[src/hw/rtl/sppid_pkg.sv]
package sppid_pkg;

   localparam int FRACTION_BITS  = 12;
   localparam int STEP_LIMIT     = 400;
   localparam int HOME_TOLERANCE = 500;

   localparam int GAIN_W     = 16;
   localparam int SPR_W      = 18;
   localparam int HOFF_W     = 18;
   localparam int POS_W      = 32;
   localparam int DIFF_W     = POS_W + 1;
   localparam int OUTSTEP_W  = 10;
   localparam int SPEED_W    = 16;
   localparam int CSR_IDX_W  = 3;
   localparam int CSR_DATA_W = 18;

   localparam int MUL_A_W = 49;
   localparam int MUL_B_W = 18;
   localparam int PROD_W  = MUL_A_W + MUL_B_W;
   localparam int ACC_W   = 56;
   localparam int DTERM_W = 48;
   localparam int INT_W   = GAIN_W + FRACTION_BITS + 2;
   localparam int MAG_W   = ACC_W - FRACTION_BITS;

   localparam int LPF_A = ((2846 << FRACTION_BITS) + 5000) / 10000;
   localparam int LPF_B = (1 << FRACTION_BITS) - LPF_A;
   localparam int HALF  = 1 << (FRACTION_BITS - 1);

   localparam int DIV_N = DIFF_W;
   localparam int CNT_W = $clog2(DIV_N + 1);

   localparam int PROG_LEN = 18;
   localparam int PC_W     = $clog2(PROG_LEN);

   typedef enum logic [CSR_IDX_W-1:0] {
      REG_KP,
      REG_KI,
      REG_KD,
      REG_ILIM,
      REG_SMAX,
      REG_SMIN,
      REG_SPR,
      REG_HOFF
   } reg_type;

   typedef enum logic [4:0] {
      OP_NOP,
      OP_HOME,
      OP_ERR,
      OP_DIV,
      OP_REM,
      OP_MUL_KI,
      OP_INT,
      OP_MUL_BKD,
      OP_DGAIN,
      OP_DPOS,
      OP_MUL_AD,
      OP_RND,
      OP_MUL_DDP,
      OP_DSUB,
      OP_MUL_KP,
      OP_SUM,
      OP_MAG,
      OP_SAT,
      OP_OUT
   } op_type;

   typedef enum logic [1:0] {
      COND_NEXT,
      COND_SPR_ZERO,
      COND_DIV_MORE
   } cond_type;

   typedef struct packed {
      op_type          op;
      cond_type        cond;
      logic [PC_W-1:0] target;
      logic            last;
   } uword_type;

   typedef struct packed {
      op_type op;
      logic   load;
   } ctrl_type;

   typedef struct packed {
      logic spr_zero;
      logic div_more;
      logic out_stall;
   } status_type;

   function automatic uword_type ucode_rom(input logic [PC_W-1:0] pc);
      uword_type w;
      w = '{op: OP_NOP, cond: COND_NEXT, target: '0, last: 1'b1};
      unique case (pc)
         5'd0: w = '{op: OP_HOME, cond: COND_NEXT, target: '0, last: 1'b0};
         5'd1: w = '{op: OP_ERR, cond: COND_SPR_ZERO, target: 5'd4, last: 1'b0};
         5'd2: w = '{op: OP_DIV, cond: COND_DIV_MORE, target: 5'd2, last: 1'b0};
         5'd3: w = '{op: OP_REM, cond: COND_NEXT, target: '0, last: 1'b0};
         5'd4: w = '{op: OP_MUL_KI, cond: COND_NEXT, target: '0, last: 1'b0};
         5'd5: w = '{op: OP_INT, cond: COND_NEXT, target: '0, last: 1'b0};
         5'd6: w = '{op: OP_MUL_BKD, cond: COND_NEXT, target: '0, last: 1'b0};
         5'd7: w = '{op: OP_DGAIN, cond: COND_NEXT, target: '0, last: 1'b0};
         5'd8: w = '{op: OP_DPOS, cond: COND_NEXT, target: '0, last: 1'b0};
         5'd9: w = '{op: OP_MUL_AD, cond: COND_NEXT, target: '0, last: 1'b0};
         5'd10: w = '{op: OP_RND, cond: COND_NEXT, target: '0, last: 1'b0};
         5'd11: w = '{op: OP_MUL_DDP, cond: COND_NEXT, target: '0, last: 1'b0};
         5'd12: w = '{op: OP_DSUB, cond: COND_NEXT, target: '0, last: 1'b0};
         5'd13: w = '{op: OP_MUL_KP, cond: COND_NEXT, target: '0, last: 1'b0};
         5'd14: w = '{op: OP_SUM, cond: COND_NEXT, target: '0, last: 1'b0};
         5'd15: w = '{op: OP_MAG, cond: COND_NEXT, target: '0, last: 1'b0};
         5'd16: w = '{op: OP_SAT, cond: COND_NEXT, target: '0, last: 1'b0};
         5'd17: w = '{op: OP_OUT, cond: COND_NEXT, target: '0, last: 1'b1};
         default: w = '{op: OP_NOP, cond: COND_NEXT, target: '0, last: 1'b1};
      endcase
      return w;
   endfunction

   // Round to nearest with ties away from zero, then drop the fraction.
   function automatic logic signed [PROD_W-1:0] rnd_shift(input logic signed [PROD_W-1:0] x);
      logic signed [PROD_W-1:0] bias;
      bias = x[PROD_W-1] ? $signed(PROD_W'(HALF - 1)) : $signed(PROD_W'(HALF));
      return (x + bias) >>> FRACTION_BITS;
   endfunction

endpackage

[src/hw/rtl/sppid_if.sv]
interface sppid_req_if import sppid_pkg::*; ();
   logic                    valid;
   logic                    ready;
   logic signed [POS_W-1:0] set_point;
   logic signed [POS_W-1:0] current_count;
   logic                    home_pressed;

   modport source (output valid, output set_point, output current_count,
                   output home_pressed, input ready);
   modport sink (input valid, input set_point, input current_count,
                 input home_pressed, output ready);
endinterface

interface sppid_rsp_if import sppid_pkg::*; ();
   logic                        valid;
   logic                        ready;
   logic signed [OUTSTEP_W-1:0] step_request;
   logic [SPEED_W-1:0]          speed_request;
   logic                        run_command;
   logic                        counter_corrected;

   modport source (output valid, output step_request, output speed_request,
                   output run_command, output counter_corrected, input ready);
   modport sink (input valid, input step_request, input speed_request,
                 input run_command, input counter_corrected, output ready);
endinterface

[src/hw/rtl/sppid_seq.sv]
module sppid_seq import sppid_pkg::*; (
   input  logic       clock,
   input  logic       reset,
   input  logic       start,
   input  status_type status,
   output ctrl_type   ctrl,
   output logic       busy
);

   logic [PC_W-1:0] pc_ff;
   logic [PC_W-1:0] pc_in;
   logic            busy_ff;
   logic            busy_in;
   uword_type       uword;
   logic            jump;
   logic            hold;

   assign uword = ucode_rom(pc_ff);

   always_comb begin
      unique case (uword.cond)
         COND_SPR_ZERO: jump = status.spr_zero;
         COND_DIV_MORE: jump = status.div_more;
         default:       jump = 1'b0;
      endcase
   end

   assign hold = (uword.op == OP_OUT) && status.out_stall;

   always_comb begin
      pc_in   = pc_ff;
      busy_in = busy_ff;
      if (start) begin
         busy_in = 1'b1;
         pc_in   = '0;
      end else if (busy_ff && !hold) begin
         if (uword.last) begin
            busy_in = 1'b0;
         end else if (jump) begin
            pc_in = uword.target;
         end else begin
            pc_in = PC_W'(pc_ff + 1'b1);
         end
      end
   end

   always_ff @(posedge clock) begin
      if (reset) begin
         pc_ff   <= '0;
         busy_ff <= 1'b0;
      end else begin
         pc_ff   <= pc_in;
         busy_ff <= busy_in;
      end
   end

   assign ctrl.op   = busy_ff ? uword.op : OP_NOP;
   assign ctrl.load = start;
   assign busy      = busy_ff;

   a_pc_in_program: assert property (@(posedge clock) disable iff (reset)
      busy_ff |-> pc_ff < PC_W'(PROG_LEN))
      else $error("Step counter ran past the end of the program.");

   a_start_at_entry: assert property (@(posedge clock) disable iff (reset)
      start |=> busy_ff && pc_ff == '0)
      else $error("A new transaction did not start at the first step.");

endmodule

[src/hw/rtl/sppid_dp.sv]
module sppid_dp import sppid_pkg::*; (
   input  logic                        clock,
   input  logic                        reset,
   input  ctrl_type                    ctrl,
   output status_type                  status,
   input  logic signed [POS_W-1:0]     set_point,
   input  logic signed [POS_W-1:0]     current_count,
   input  logic                        home_pressed,
   input  logic                        csr_write,
   input  logic [CSR_IDX_W-1:0]        csr_index,
   input  logic [CSR_DATA_W-1:0]       csr_data,
   input  logic                        rsp_ready,
   output logic                        rsp_valid,
   output logic signed [OUTSTEP_W-1:0] step_request,
   output logic [SPEED_W-1:0]          speed_request,
   output logic                        run_command,
   output logic                        counter_corrected
);

   localparam logic signed [ACC_W-1:0] D_MAX = ACC_W'((64'sd1 <<< (DTERM_W - 1)) - 64'sd1);
   localparam logic signed [ACC_W-1:0] D_MIN = -D_MAX - ACC_W'(1);

   logic [GAIN_W-1:0]        kp_ff, kp_in, ki_ff, ki_in, kd_ff, kd_in;
   logic [GAIN_W-1:0]        ilim_ff, ilim_in, smax_ff, smax_in, smin_ff, smin_in;
   logic [SPR_W-1:0]         spr_ff, spr_in;
   logic signed [HOFF_W-1:0] hoff_ff, hoff_in;

   logic signed [INT_W-1:0]   integral_ff, integral_in;
   logic signed [DTERM_W-1:0] dterm_ff, dterm_in;
   logic signed [POS_W-1:0]   prev_ff, prev_in;
   logic                      out_valid_ff, out_valid_in;

   logic signed [POS_W-1:0]     sp_ff, sp_in, pos_ff, pos_in;
   logic                        home_ff, home_in, corr_ff, corr_in;
   logic signed [DIFF_W-1:0]    err_ff, err_in, dpos_ff, dpos_in;
   logic                        neg_ff, neg_in;
   logic [DIFF_W-1:0]           quo_ff, quo_in;
   logic [SPR_W-1:0]            rem_ff, rem_in;
   logic [CNT_W-1:0]            div_cnt_ff, div_cnt_in;
   logic signed [PROD_W-1:0]    prod_ff, prod_in;
   logic signed [MUL_B_W-1:0]   dgain_ff, dgain_in;
   logic signed [ACC_W-1:0]     acc_ff, acc_in;
   logic [MAG_W-1:0]            mag_ff, mag_in;
   logic [SPEED_W-1:0]          speed_ff, speed_in;
   logic signed [OUTSTEP_W-1:0] rel_ff, rel_in;
   logic signed [OUTSTEP_W-1:0] out_step_ff, out_step_in;
   logic [SPEED_W-1:0]          out_speed_ff, out_speed_in;
   logic                        out_run_ff, out_run_in;
   logic                        out_corr_ff, out_corr_in;

   logic signed [MUL_A_W-1:0]   mul_a;
   logic signed [MUL_B_W-1:0]   mul_b;
   logic signed [DIFF_W-1:0]    hdiff, diff;
   logic [DIFF_W-1:0]           hmag, dmag;
   logic [SPR_W:0]              trial;
   logic signed [ACC_W-1:0]     int_sum, lim_pos, lim_neg, dsub;
   logic [ACC_W-1:0]            acc_abs;
   logic                        slow;
   logic [OUTSTEP_W-1:0]        relmag;
   logic signed [OUTSTEP_W-1:0] rel_slow, fin_step;
   logic [SPEED_W-1:0]          fin_speed;
   logic                        out_load;

   always_comb begin
      mul_a = '0;
      mul_b = '0;
      unique case (ctrl.op)
         OP_MUL_KI: begin
            mul_a = MUL_A_W'(err_ff);
            mul_b = $signed(MUL_B_W'(ki_ff));
         end
         OP_MUL_BKD: begin
            mul_a = $signed(MUL_A_W'(kd_ff));
            mul_b = $signed(MUL_B_W'(LPF_B));
         end
         OP_MUL_AD: begin
            mul_a = MUL_A_W'(dterm_ff);
            mul_b = $signed(MUL_B_W'(LPF_A));
         end
         OP_MUL_DDP: begin
            mul_a = MUL_A_W'(dpos_ff);
            mul_b = dgain_ff;
         end
         OP_MUL_KP: begin
            mul_a = MUL_A_W'(err_ff);
            mul_b = $signed(MUL_B_W'(kp_ff));
         end
         default: begin
            mul_a = '0;
            mul_b = '0;
         end
      endcase
   end

   assign hdiff   = DIFF_W'(pos_ff) - DIFF_W'(hoff_ff);
   assign hmag    = hdiff[DIFF_W-1] ? DIFF_W'(-hdiff) : DIFF_W'(hdiff);
   assign diff    = DIFF_W'(sp_ff) - DIFF_W'(pos_ff);
   assign dmag    = diff[DIFF_W-1] ? DIFF_W'(-diff) : DIFF_W'(diff);
   assign trial   = {rem_ff, quo_ff[DIFF_W-1]};
   assign int_sum = ACC_W'(integral_ff) + ACC_W'(prod_ff);
   assign lim_pos = $signed(ACC_W'(ilim_ff) << FRACTION_BITS);
   assign lim_neg = -lim_pos;
   assign dsub    = acc_ff - ACC_W'(prod_ff);
   assign acc_abs = acc_ff[ACC_W-1] ? ACC_W'(-acc_ff) : ACC_W'(acc_ff);

   assign slow      = speed_ff < smin_ff;
   assign relmag    = (speed_ff > SPEED_W'(STEP_LIMIT)) ? OUTSTEP_W'(STEP_LIMIT)
                                                        : OUTSTEP_W'(speed_ff);
   assign rel_slow  = rel_ff[OUTSTEP_W-1] ? -$signed(relmag) : $signed(relmag);
   assign fin_step  = slow ? rel_slow : rel_ff;
   assign fin_speed = slow ? smin_ff : speed_ff;

   assign status.spr_zero  = (spr_ff == '0);
   assign status.div_more  = (div_cnt_ff != CNT_W'(1));
   assign status.out_stall = out_valid_ff && !rsp_ready;
   assign out_load         = (ctrl.op == OP_OUT) && !status.out_stall;

   always_comb begin
      kp_in   = kp_ff;
      ki_in   = ki_ff;
      kd_in   = kd_ff;
      ilim_in = ilim_ff;
      smax_in = smax_ff;
      smin_in = smin_ff;
      spr_in  = spr_ff;
      hoff_in = hoff_ff;
      if (csr_write) begin
         unique case (reg_type'(csr_index))
            REG_KP:   kp_in   = csr_data[GAIN_W-1:0];
            REG_KI:   ki_in   = csr_data[GAIN_W-1:0];
            REG_KD:   kd_in   = csr_data[GAIN_W-1:0];
            REG_ILIM: ilim_in = csr_data[GAIN_W-1:0];
            REG_SMAX: smax_in = csr_data[GAIN_W-1:0];
            REG_SMIN: smin_in = csr_data[GAIN_W-1:0];
            REG_SPR:  spr_in  = csr_data[SPR_W-1:0];
            REG_HOFF: hoff_in = $signed(csr_data[HOFF_W-1:0]);
            default:  kp_in   = kp_ff;
         endcase
      end
   end

   always_comb begin
      integral_in  = integral_ff;
      dterm_in     = dterm_ff;
      prev_in      = prev_ff;
      sp_in        = sp_ff;
      pos_in       = pos_ff;
      home_in      = home_ff;
      corr_in      = corr_ff;
      err_in       = err_ff;
      dpos_in      = dpos_ff;
      neg_in       = neg_ff;
      quo_in       = quo_ff;
      rem_in       = rem_ff;
      div_cnt_in   = div_cnt_ff;
      prod_in      = prod_ff;
      dgain_in     = dgain_ff;
      acc_in       = acc_ff;
      mag_in       = mag_ff;
      speed_in     = speed_ff;
      rel_in       = rel_ff;
      out_step_in  = out_step_ff;
      out_speed_in = out_speed_ff;
      out_run_in   = out_run_ff;
      out_corr_in  = out_corr_ff;
      out_valid_in = out_valid_ff && !rsp_ready;

      if (ctrl.load) begin
         sp_in   = set_point;
         pos_in  = current_count;
         home_in = home_pressed;
         corr_in = 1'b0;
      end

      unique case (ctrl.op)
         OP_HOME: begin
            if (home_ff && hmag > DIFF_W'(HOME_TOLERANCE)) begin
               pos_in  = POS_W'(hoff_ff);
               corr_in = 1'b1;
            end
         end
         OP_ERR: begin
            err_in     = diff;
            neg_in     = diff[DIFF_W-1];
            quo_in     = dmag;
            rem_in     = '0;
            div_cnt_in = CNT_W'(DIV_N);
         end
         OP_DIV: begin
            if (trial >= {1'b0, spr_ff}) begin
               rem_in = SPR_W'(trial - {1'b0, spr_ff});
            end else begin
               rem_in = SPR_W'(trial);
            end
            quo_in     = {quo_ff[DIFF_W-2:0], 1'b0};
            div_cnt_in = CNT_W'(div_cnt_ff - 1'b1);
         end
         OP_REM: begin
            err_in = neg_ff ? -$signed(DIFF_W'(rem_ff)) : $signed(DIFF_W'(rem_ff));
         end
         OP_MUL_KI, OP_MUL_BKD, OP_MUL_AD, OP_MUL_DDP, OP_MUL_KP: begin
            prod_in = mul_a * mul_b;
         end
         OP_INT: begin
            if (int_sum > lim_pos) begin
               integral_in = INT_W'(lim_pos);
            end else if (int_sum < lim_neg) begin
               integral_in = INT_W'(lim_neg);
            end else begin
               integral_in = INT_W'(int_sum);
            end
         end
         OP_DGAIN: begin
            dgain_in = MUL_B_W'(rnd_shift(prod_ff));
         end
         OP_DPOS: begin
            dpos_in = DIFF_W'(pos_ff) - DIFF_W'(prev_ff);
            prev_in = pos_ff;
         end
         OP_RND: begin
            acc_in = ACC_W'(rnd_shift(prod_ff));
         end
         OP_DSUB: begin
            if (dsub > D_MAX) begin
               dterm_in = DTERM_W'(D_MAX);
            end else if (dsub < D_MIN) begin
               dterm_in = DTERM_W'(D_MIN);
            end else begin
               dterm_in = DTERM_W'(dsub);
            end
         end
         OP_SUM: begin
            acc_in = ACC_W'(prod_ff) + ACC_W'(integral_ff) + ACC_W'(dterm_ff);
         end
         OP_MAG: begin
            mag_in = MAG_W'(acc_abs >> FRACTION_BITS);
            if (err_ff > DIFF_W'(STEP_LIMIT)) begin
               rel_in = OUTSTEP_W'(STEP_LIMIT);
            end else if (err_ff < -DIFF_W'(STEP_LIMIT)) begin
               rel_in = -OUTSTEP_W'(STEP_LIMIT);
            end else begin
               rel_in = OUTSTEP_W'(err_ff);
            end
         end
         OP_SAT: begin
            speed_in = (mag_ff > MAG_W'(smax_ff)) ? smax_ff : SPEED_W'(mag_ff);
         end
         OP_OUT: begin
            if (out_load) begin
               out_step_in  = fin_step;
               out_speed_in = fin_speed;
               out_run_in   = (fin_speed != '0) && (fin_step != '0);
               out_corr_in  = corr_ff;
               out_valid_in = 1'b1;
            end
         end
         default: begin
            prod_in = prod_ff;
         end
      endcase
   end

   always_ff @(posedge clock) begin
      if (reset) begin
         kp_ff        <= GAIN_W'(8192);
         ki_ff        <= GAIN_W'(2867);
         kd_ff        <= GAIN_W'(8192);
         ilim_ff      <= GAIN_W'(1000);
         smax_ff      <= GAIN_W'(10000);
         smin_ff      <= GAIN_W'(100);
         spr_ff       <= SPR_W'(14000);
         hoff_ff      <= HOFF_W'(-3000);
         integral_ff  <= '0;
         dterm_ff     <= '0;
         prev_ff      <= '0;
         out_valid_ff <= 1'b0;
      end else begin
         kp_ff        <= kp_in;
         ki_ff        <= ki_in;
         kd_ff        <= kd_in;
         ilim_ff      <= ilim_in;
         smax_ff      <= smax_in;
         smin_ff      <= smin_in;
         spr_ff       <= spr_in;
         hoff_ff      <= hoff_in;
         integral_ff  <= integral_in;
         dterm_ff     <= dterm_in;
         prev_ff      <= prev_in;
         out_valid_ff <= out_valid_in;
      end
   end

   always_ff @(posedge clock) begin
      sp_ff        <= sp_in;
      pos_ff       <= pos_in;
      home_ff      <= home_in;
      corr_ff      <= corr_in;
      err_ff       <= err_in;
      dpos_ff      <= dpos_in;
      neg_ff       <= neg_in;
      quo_ff       <= quo_in;
      rem_ff       <= rem_in;
      div_cnt_ff   <= div_cnt_in;
      prod_ff      <= prod_in;
      dgain_ff     <= dgain_in;
      acc_ff       <= acc_in;
      mag_ff       <= mag_in;
      speed_ff     <= speed_in;
      rel_ff       <= rel_in;
      out_step_ff  <= out_step_in;
      out_speed_ff <= out_speed_in;
      out_run_ff   <= out_run_in;
      out_corr_ff  <= out_corr_in;
   end

   assign rsp_valid         = out_valid_ff;
   assign step_request      = out_step_ff;
   assign speed_request     = out_speed_ff;
   assign run_command       = out_run_ff;
   assign counter_corrected = out_corr_ff;

   a_div_count_live: assert property (@(posedge clock) disable iff (reset)
      (ctrl.op == OP_DIV) |-> div_cnt_ff != '0)
      else $error("Remainder step ran with an exhausted iteration count.");

   a_step_in_range: assert property (@(posedge clock) disable iff (reset)
      out_valid_ff |-> (out_step_ff <= OUTSTEP_W'(STEP_LIMIT))
                    && (out_step_ff >= -OUTSTEP_W'(STEP_LIMIT)))
      else $error("Step request outside the step limit.");

   a_run_consistent: assert property (@(posedge clock) disable iff (reset)
      out_valid_ff |-> out_run_ff == ((out_speed_ff != '0) && (out_step_ff != '0)))
      else $error("Run command disagrees with speed and step request.");

endmodule

[src/hw/rtl/servo_position_pid_step_core.sv]
// Position PID step for one servo axis. Each transaction carries a set point, the
// motor's step counter and the home-sensor flag, and yields one result: a step
// request clamped to +-400, a commanded speed, a run flag and a flag telling the
// host to overwrite its counter with the home offset. The loop state (integral,
// filtered derivative on measurement, previous position) lives in the block and
// carries over between transactions. A transaction runs the microcode program
// through the single shared multiplier, and takes the remainder on the position
// error in 33 one-bit iterations, skipped when steps_per_rev is zero. A
// finished result waits in the output register while the next transaction is
// taken. The user must write configuration registers only while no transaction
// is in flight; the block itself does not enforce this.
module servo_position_pid_step_core import sppid_pkg::*; (
   input logic                  clock,
   input logic                  reset,
   sppid_req_if.sink            req_chan,
   sppid_rsp_if.source          rsp_chan,
   input logic                  csr_write,
   input logic [CSR_IDX_W-1:0]  csr_index,
   input logic [CSR_DATA_W-1:0] csr_data
);

   ctrl_type   ctrl;
   status_type status;
   logic       busy;
   logic       start;

   assign req_chan.ready = !busy && !reset;
   assign start          = req_chan.valid && req_chan.ready;

   sppid_seq u_seq (
      .clock  (clock),
      .reset  (reset),
      .start  (start),
      .status (status),
      .ctrl   (ctrl),
      .busy   (busy)
   );

   sppid_dp u_dp (
      .clock             (clock),
      .reset             (reset),
      .ctrl              (ctrl),
      .status            (status),
      .set_point         (req_chan.set_point),
      .current_count     (req_chan.current_count),
      .home_pressed      (req_chan.home_pressed),
      .csr_write         (csr_write),
      .csr_index         (csr_index),
      .csr_data          (csr_data),
      .rsp_ready         (rsp_chan.ready),
      .rsp_valid         (rsp_chan.valid),
      .step_request      (rsp_chan.step_request),
      .speed_request     (rsp_chan.speed_request),
      .run_command       (rsp_chan.run_command),
      .counter_corrected (rsp_chan.counter_corrected)
   );

endmodule
[src/flat_wrapper.sv]
// flat-port wrapper written by rule: the top's interface ports become plain ports
module servo_position_pid_step_core_flat import sppid_pkg::*;
  (clock, reset, csr_write, csr_index, csr_data, req_chan_valid, req_chan_set_point, req_chan_current_count, req_chan_home_pressed, req_chan_ready, rsp_chan_valid, rsp_chan_step_request, rsp_chan_speed_request, rsp_chan_run_command, rsp_chan_counter_corrected, rsp_chan_ready);
  sppid_req_if req_chan_i ();
  sppid_rsp_if rsp_chan_i ();
  input logic clock;
  input logic reset;
  input logic csr_write;
  input logic [CSR_IDX_W-1:0] csr_index;
  input logic [CSR_DATA_W-1:0] csr_data;
  input wire logic [$bits(req_chan_i.valid)-1:0] req_chan_valid;
  input wire logic [$bits(req_chan_i.set_point)-1:0] req_chan_set_point;
  input wire logic [$bits(req_chan_i.current_count)-1:0] req_chan_current_count;
  input wire logic [$bits(req_chan_i.home_pressed)-1:0] req_chan_home_pressed;
  output wire logic [$bits(req_chan_i.ready)-1:0] req_chan_ready;
  output wire logic [$bits(rsp_chan_i.valid)-1:0] rsp_chan_valid;
  output wire logic [$bits(rsp_chan_i.step_request)-1:0] rsp_chan_step_request;
  output wire logic [$bits(rsp_chan_i.speed_request)-1:0] rsp_chan_speed_request;
  output wire logic [$bits(rsp_chan_i.run_command)-1:0] rsp_chan_run_command;
  output wire logic [$bits(rsp_chan_i.counter_corrected)-1:0] rsp_chan_counter_corrected;
  input wire logic [$bits(rsp_chan_i.ready)-1:0] rsp_chan_ready;
  assign req_chan_i.valid = req_chan_valid;
  assign req_chan_i.set_point = req_chan_set_point;
  assign req_chan_i.current_count = req_chan_current_count;
  assign req_chan_i.home_pressed = req_chan_home_pressed;
  assign req_chan_ready = req_chan_i.ready;
  assign rsp_chan_valid = rsp_chan_i.valid;
  assign rsp_chan_step_request = rsp_chan_i.step_request;
  assign rsp_chan_speed_request = rsp_chan_i.speed_request;
  assign rsp_chan_run_command = rsp_chan_i.run_command;
  assign rsp_chan_counter_corrected = rsp_chan_i.counter_corrected;
  assign rsp_chan_i.ready = rsp_chan_ready;
  servo_position_pid_step_core u_core (.clock(clock), .reset(reset), .req_chan(req_chan_i), .rsp_chan(rsp_chan_i), .csr_write(csr_write), .csr_index(csr_index), .csr_data(csr_data));
endmodule
[config.mk]
export PLATFORM = sky130hd
export DESIGN_NAME = servo_position_pid_step_core_flat
export DESIGN_NICKNAME = d
export VERILOG_FILES = /design/src/hw/rtl/sppid_pkg.sv /design/src/hw/rtl/sppid_if.sv /design/src/hw/rtl/sppid_seq.sv /design/src/hw/rtl/sppid_dp.sv /design/src/hw/rtl/servo_position_pid_step_core.sv /design/src/flat_wrapper.sv
export SDC_FILE = /design/constraint.sdc
export NUM_CORES = 2
export LEC_CHECK = 0
export BUFFER_PORTS_ARGS = -buffer_cell sky130_fd_sc_hd__buf_4
export CELL_PAD_IN_SITES_DETAIL_PLACEMENT = 1
export CELL_PAD_IN_SITES_GLOBAL_PLACEMENT = 1
export CORE_UTILIZATION = 24
export DETAILED_ROUTE_END_ITERATION = 12
export GPL_TIMING_DRIVEN = 0
export PLACE_DENSITY_LB_ADDON = 0.1
export SLEW_MARGIN = 10
export SYNTH_ARGS = -nofsm -noshare
export SYNTH_HDL_FRONTEND = slang
export SYNTH_SLANG_ARGS = --single-unit
[constraint.sdc]
create_clock -name clock -period 8.55 [get_ports clock]
set_clock_uncertainty 0.15 [all_clocks]
set_input_delay 0 -clock clock [delete_from_list [all_inputs] [get_ports clock]]
set_output_delay 0 -clock clock [all_outputs]
set_load 0.02 [all_outputs]
; After elaboration in Yosys (flattened, before gate mapping)
; Memory sizes are Yosys's and may differ from the RTL's. A register that Yosys moved wholly into a read port is not among the register bits.
; Index checks and enable logic that the tools add are counted.
[totals]
regBits = 678
latch_bits = 0
ram_bits = 0
mem_bits_ro = 320
inputBits = 91
out_inout_bits = 30
wordCells = 171
memories = 1
[mem_list]
columns = memory, depth, word_bits, read_ports, rd_clocked_by_memory_dff, write_ports, line_no
row1 = (name not given), 32, 10, 1, 1, 0, sppid_pkg.sv:95  ; unique case (pc)
[classes]
add_sub_neg = 16
n_mul = 1
div = 0
order_cmp = 11
eq_ne = 29
shifts = 0
muxes = 39
n_bitwise = 1
n_reduce_logical = 37
[ops]
columns = op, n
row1 = $pmux W49 S4, 1
row2 = $pmux W33 S2, 2
row3 = $pmux W56 S2, 1
row4 = $mux W33, 3
row5 = $mux W32, 3
row6 = $mux W48, 2
row7 = $pmux W18 S5, 1
row8 = $add A67 B13 Y67, 1
row9 = $mul A49 B18 Y67, 1
row10 = $neg A33 Y33, 2
row11 = $sub A32 B32 Y33, 2
row12 = $mux W30, 2
row13 = $add A56 B30 Y56, 1
row14 = $add A56 B48 Y56, 1
row15 = $gt A56 B29 Y1, 1
row16 = $gt A56 B48 Y1 const B, 1
row17 = $lt A56 B48 Y1 const B, 1
row18 = $lt A56 B56 Y1, 1
row19 = $neg A28 Y56, 1
row20 = $neg A56 Y56, 1
row21 = $sub A56 B56 Y56, 1
row22 = $mux W55, 1
row23 = $gt A44 B16 Y1, 1
row24 = $eq A5 B4 Y1 const B, 8
row25 = other kinds (42), 94

; Longest topological paths before layout
[depth]
ltp_word = 8
mapped_depth = 38
ltp_nobuf = 33

; Modules after synthesis
; Synthesis repeated with hierarchy kept, for this count alone.
[hier_totals]
cells_unflattened = 9115
hier_area_um2 = 78106.2
[modules_own_cells]
columns = module, n_inst, cells_each, area_per_inst_um2, seq_area_each_um2
row1 = sppid_dp, 1, 9027, 77242.8, 17416.7
row2 = sppid_seq, 1, 86, 847.1, 280.3
row3 = servo_position_pid_step_core, 1, 2, 16.3, 0.0

; Least setup slack after synthesis
; Ideal clock, no wire load.
[synth_timing]
path_type = register -> register
startpoint = register, netlist name u_core.u_seq.uword[12]
endpoint = register u_core.u_dp.prod_ff[65], data pin
setup_time_ns = 0.262
arrival_time_ns = 8.641
required_time_ns = 8.138
path_slack_ns = -0.503
stages_incl_launch_ff = 35
n_path_buf = 4
period_less_slack_ns = 9.053
cell_sequence = dfxtp_1 > clkbuf_1 > nor2b_1 > nand3_1 > nor3_1 > or2_2 > clkbuf_1 > clkbuf_1 > nand2_1 > nand4_1 > clkbuf_1 > nand2_1 > fa_1 > inv_1 > fa_1 > fa_1 > fa_1 > fa_1 > inv_1 > fa_1 > inv_1 > ha_1 > a21o_1 > a21o_1 > a221oi_1 > o22a_1 > o31a_1 > o311ai_0 > o211ai_1 > a31oi_1 > a211oi_1 > o2111ai_1 > a21oi_1 > a21oi_1 > xor2_1
[synth_via]
elab_chain_len = 5
elab_cells_between_ends = 10
cone_classes = mul (1) / eq/ne (5) / mux (3) / reduce/logical (1)
[synth_rtl]
columns = element, line_no
row1 = $mux W5 (*), sppid_seq.sv:57  ; assign ctrl.op = busy_ff ? uword.op : OP_NOP;
row2 = $eq A5 B3 Y1 / $eq A5 B4 Y1 (equally long branches), sppid_dp.sv:67  ; unique case (ctrl.op)
row3 = $reduce_or A2 Y1 (no source line), n/a
row4 = $pmux W49 S4, sppid_dp.sv:67
row5 = $mul A49 B18 Y67 (*), sppid_dp.sv:202  ; prod_in = mul_a * mul_b;
row6 = to (signal assigned), sppid_dp.sv:304  ; prod_ff <= prod_in;
row7 = to (decl), sppid_dp.sv:40  ; logic signed [PROD_W-1:0] prod_ff, prod_in;
; Mark *: on every way between the ends. The rest lies on a longest branch, timed or not.
; A chain may end at the register's enable or synchronous reset.

; Final worst setup path
[layout_timing]
startpoint = register, netlist name u_core.u_seq.uword[8]
endpoint = register u_core.u_dp.prod_ff[64], data pin
[layout_via]
elab_chain_len = 5
elab_cells_between_ends = 10
cone_classes = mul (1) / eq/ne (5) / mux (3) / reduce/logical (1)
[layout_rtl]
columns = element, line_no
row1 = $mux W5 (*), sppid_seq.sv:57
row2 = $eq A5 B3 Y1 / $eq A5 B4 Y1 (equally long branches), sppid_dp.sv:67
row3 = $reduce_or A2 Y1 (no source line), n/a
row4 = $pmux W49 S4, sppid_dp.sv:67
row5 = $mul A49 B18 Y67 (*), sppid_dp.sv:202
; Marks and branches as above.

==> impl_metrics.py <==
metrics = {
    "sta": {
        "fin_crit_sh": 1.03,
        "finalHoldViolCount": 0,
        "fmax_mhz": 113,
        "period_minus_slack_ps": 8810,
        "max-slew-margin-rel": 0.0957,
        "setup_ws_ps": -262,
        "tightest_slew_ps": 1360,
        "finalSetupViolCount": 7,
        "final.setup.tns_ps": -1010,
        "hold_ws_ps": 43.5,
        "slew_viol_final": 0,
        "grt_setup_unrepaired": "true",
    },
    "grt": {
        "grt_start_max_net_pins": 42,
        "grt_pass1_wl_um": 531000,
        "grt_remaining_overflow": 0,
        "antenna_found_initial": 36,
        "grt_pass1_vias": 72700,
        "grt_use_total": 0.225,
    },
    "setup_path": {
        "endpoint_kind": "flip-flop",
        "crit_required_ps": 8900,
        "crit_path_max_incr_delay_ps": 570,
        "setup.worst_path.class": "reg2reg",
        "worst_setup_path_start_kind": "flip-flop",
        "worstPathMaxFanout": 5,
        "cpMostUsedCell": "fa_1",
        "slowest_stage": "fa_2",
        "worst_ep_arrival_time_ps": 9160,
    },
    "floorplanning": {
        "core_mm2": 0.321,
        "die-width_um": 570,
        "die_area_mm2": 0.325,
        "pin_count": 121,
        "fp.dieH_um": 570,
        "rows": 208,
        "start_util": 0.241,
    },
    "outcome": {
        "violations": "negative setup slack",
        "status": "finished with violations",
    },
    "job": {
        "cap_violations": 0,
    },
    "yosys": {
        "seq_area_frac_synth": 0.228,
        "netlist_area_mm2": 0.0776,
        "synth.most_common_cell": "nand2_1",
        "yosysTopAreaCell": "fa_1",
        "syn_area_per_cell_um2": 8.46,
        "synth_edf_count": 396,
        "ys_warn_count": 0,
        "synth_ff_type": "edfxtp_1",
        "syn_nets": 10600,
        "ys_top_cells_by_count": "nand2_1, inv_1, fa_1",
        "synthTopCellsByArea": "fa_1, edfxtp_1, ha_1",
        "async_reset_ff_frac": 0,
        "ys_seq_elements": 686,
        "yosysTopAreaCellShare": 0.212,
        "syn_inst": 9167,
        "ys_types": 93,
    },
    "drt": {
        "routedLengthMet1_um": 178000,
        "vias_per_cell": 4.88,
        "via_count": 68800,
        "antenna_left": 0,
        "dr_wl_met3_um": 16000,
        "wire_per_inst_um": 26.3,
        "wirelength_um": 370000,
        "drc": 0,
        "top_layer": "met5",
        "firstDrtPassIters": 6,
        "drtIter0Drc": 4686,
        "wl_met2_um": 165000,
    },
    "placement": {
        "gp_congestion": 0.945,
        "dp_cells": 13600,
        "post-dp-hpwl_um": 305000,
        "port-buffer-count": 102,
        "place_area_mm2": 0.0842,
    },
    "cells_and_area": {
        "final_area_mm2": 0.0933,
        "stdcell_count": 14100,
        "nets": 11200,
        "layout-drive-gt1-share": 0.105,
        "area.growth.synth_to_final_pct": 20.3,
    },
    "clock_tree": {
        "clock-sinks": 686,
        "numCtsBuffers": 94,
        "cts_tree": "done",
        "htreeDepth": 3,
        "clk_latency_ps": 760,
        "cts_root_buf": "clkbuf_16",
        "clk_pin_slew_ps": 60,
        "clk_path_buf_depth": 3,
    },
    "pwr": {
        "power.density_mw_per_mm2": 117,
        "vdd_ir_drop_max_mv": 0.118,
        "p_total_mw": 10.9,
        "power_leakage_nw": 40.8,
    },
    "min_path": {
        "worstHoldPathType": "in2reg",
    },
}
## cells in the final DEF, fill, tap and decap left out, drive strengths merged, types with 66 or more instances in the layout
cell,instances
edfxtp,396
a21oi,577
xor2,125
dfxtp,290
fa,821
o21ai,363
nand2,1378
nand2b,70
buf,354
nor2,740
a211oi,97
ha,550
xnor2,332
and3,66
clkbuf,452
nand3,141
dlygate4sd3,162
nand4,99
nor4,74
inv,1356
and2,69
nor3,111
a21o,234
## metrics by stage
step,setup WS (ps),utilization
after floorplan,-7.13,-
after global placement,-4640,0.261
after detailed placement,-4650,0.262
after CTS,-142,0.288
after global routing,-504,0.290
final,-262,0.290
## critical path: cells and delay by family, from the launching register on
family	cells	cell delay, ps
adders and majority gates	7	3420
and+or+nand+nor	10	1920
AOI/OAI and AO/OA	9	1680
buffers and inverters	7	920
DFF	1	360
xor gates and xnor gates	1	90
## logic make-up after synthesis
kind of cell	after synthesis	synth area share
AND/OR/NAND/NOR	3015	0.175
adder cells (fa/ha/maj)	1371	0.301
buffers and inverters	1757	0.0855
XOR/XNOR	457	0.0516
AO/OA/AOI/OAI	1796	0.148
flip-flops	686	0.228
multiplexers	85	0.0114
## metal layers
layer / vias to the layer above / track usage
met1: 35500 / 0.319
met4: 2 / 0.0614
met2: 1352 / 0.360
li1: 31600 / -
met3: 339 / 0.0271
met5: - / 0
## power by group
group | internal, mW | switching, mW
clock network | 2.35 | 1.73
registers | 3.67 | 0.140
logic | 1.05 | 1.93
total | 7.08 | 3.81
## worst paths after layout
check                                        from                              endpoint  slack (ps)  cells past startpoint
max                 u_core.u_seq.uword[8]$_DFF_P_     u_core.u_dp.prod_ff[64]$_DFFE_PP_        -260                     34
min                     req_chan_current_count[8]         u_core.u_dp.pos_ff[8]$_DFF_P_          40                      4
max reg2reg         u_core.u_seq.uword[8]$_DFF_P_     u_core.u_dp.prod_ff[64]$_DFFE_PP_        -260                     34
min reg2reg  u_core.u_dp.prev_ff[29]$_SDFFE_PP0N_  u_core.u_dp.prev_ff[29]$_SDFFE_PP0N_         300                      2
## state kept, by name (all words and copies together) (netlist names), 18 cells and up
signal                   count
u_core.u_dp.prod_ff         67
u_core.u_dp.acc_ff          56
u_core.u_dp.dterm_ff        48
u_core.u_dp.mag_ff          44
u_core.u_dp.dpos_ff         33
u_core.u_dp.err_ff          33
u_core.u_dp.quo_ff          33
u_core.u_dp.pos_ff          32
u_core.u_dp.prev_ff         32
u_core.u_dp.sp_ff           32
u_core.u_dp.integral_ff     30
u_core.u_dp.dgain_ff        18
u_core.u_dp.hoff_ff         18
u_core.u_dp.rem_ff          18
u_core.u_dp.spr_ff          18
## area by class of cell
type | instances | area [µm²]
diodes | 6 | 15.0
plain buffers | 368 | 2430
clock buffers | 125 | 2540
clock inverters | 51 | 594
fillers | 37400 | 228000
inverters | 1350 | 5070
multi-input cells | 6724 | 55000
flip-flops and latches | 686 | 17700
well taps | 4305 | 5390
repair buffers | 476 | 4530
## what timing repair did
action / 4_1_cts / 5_1_grt
hold buffers: 162 / 0
endpoints found under the setup margin: 91 / 45
gates cloned: 2 / 1
setup buffers: 152 / 30
endpoints found under the hold margin: 216 / 0
pin swaps: 99 / 70
gates resized for setup: 641 / 131
(Power assumes the default switching activity.)
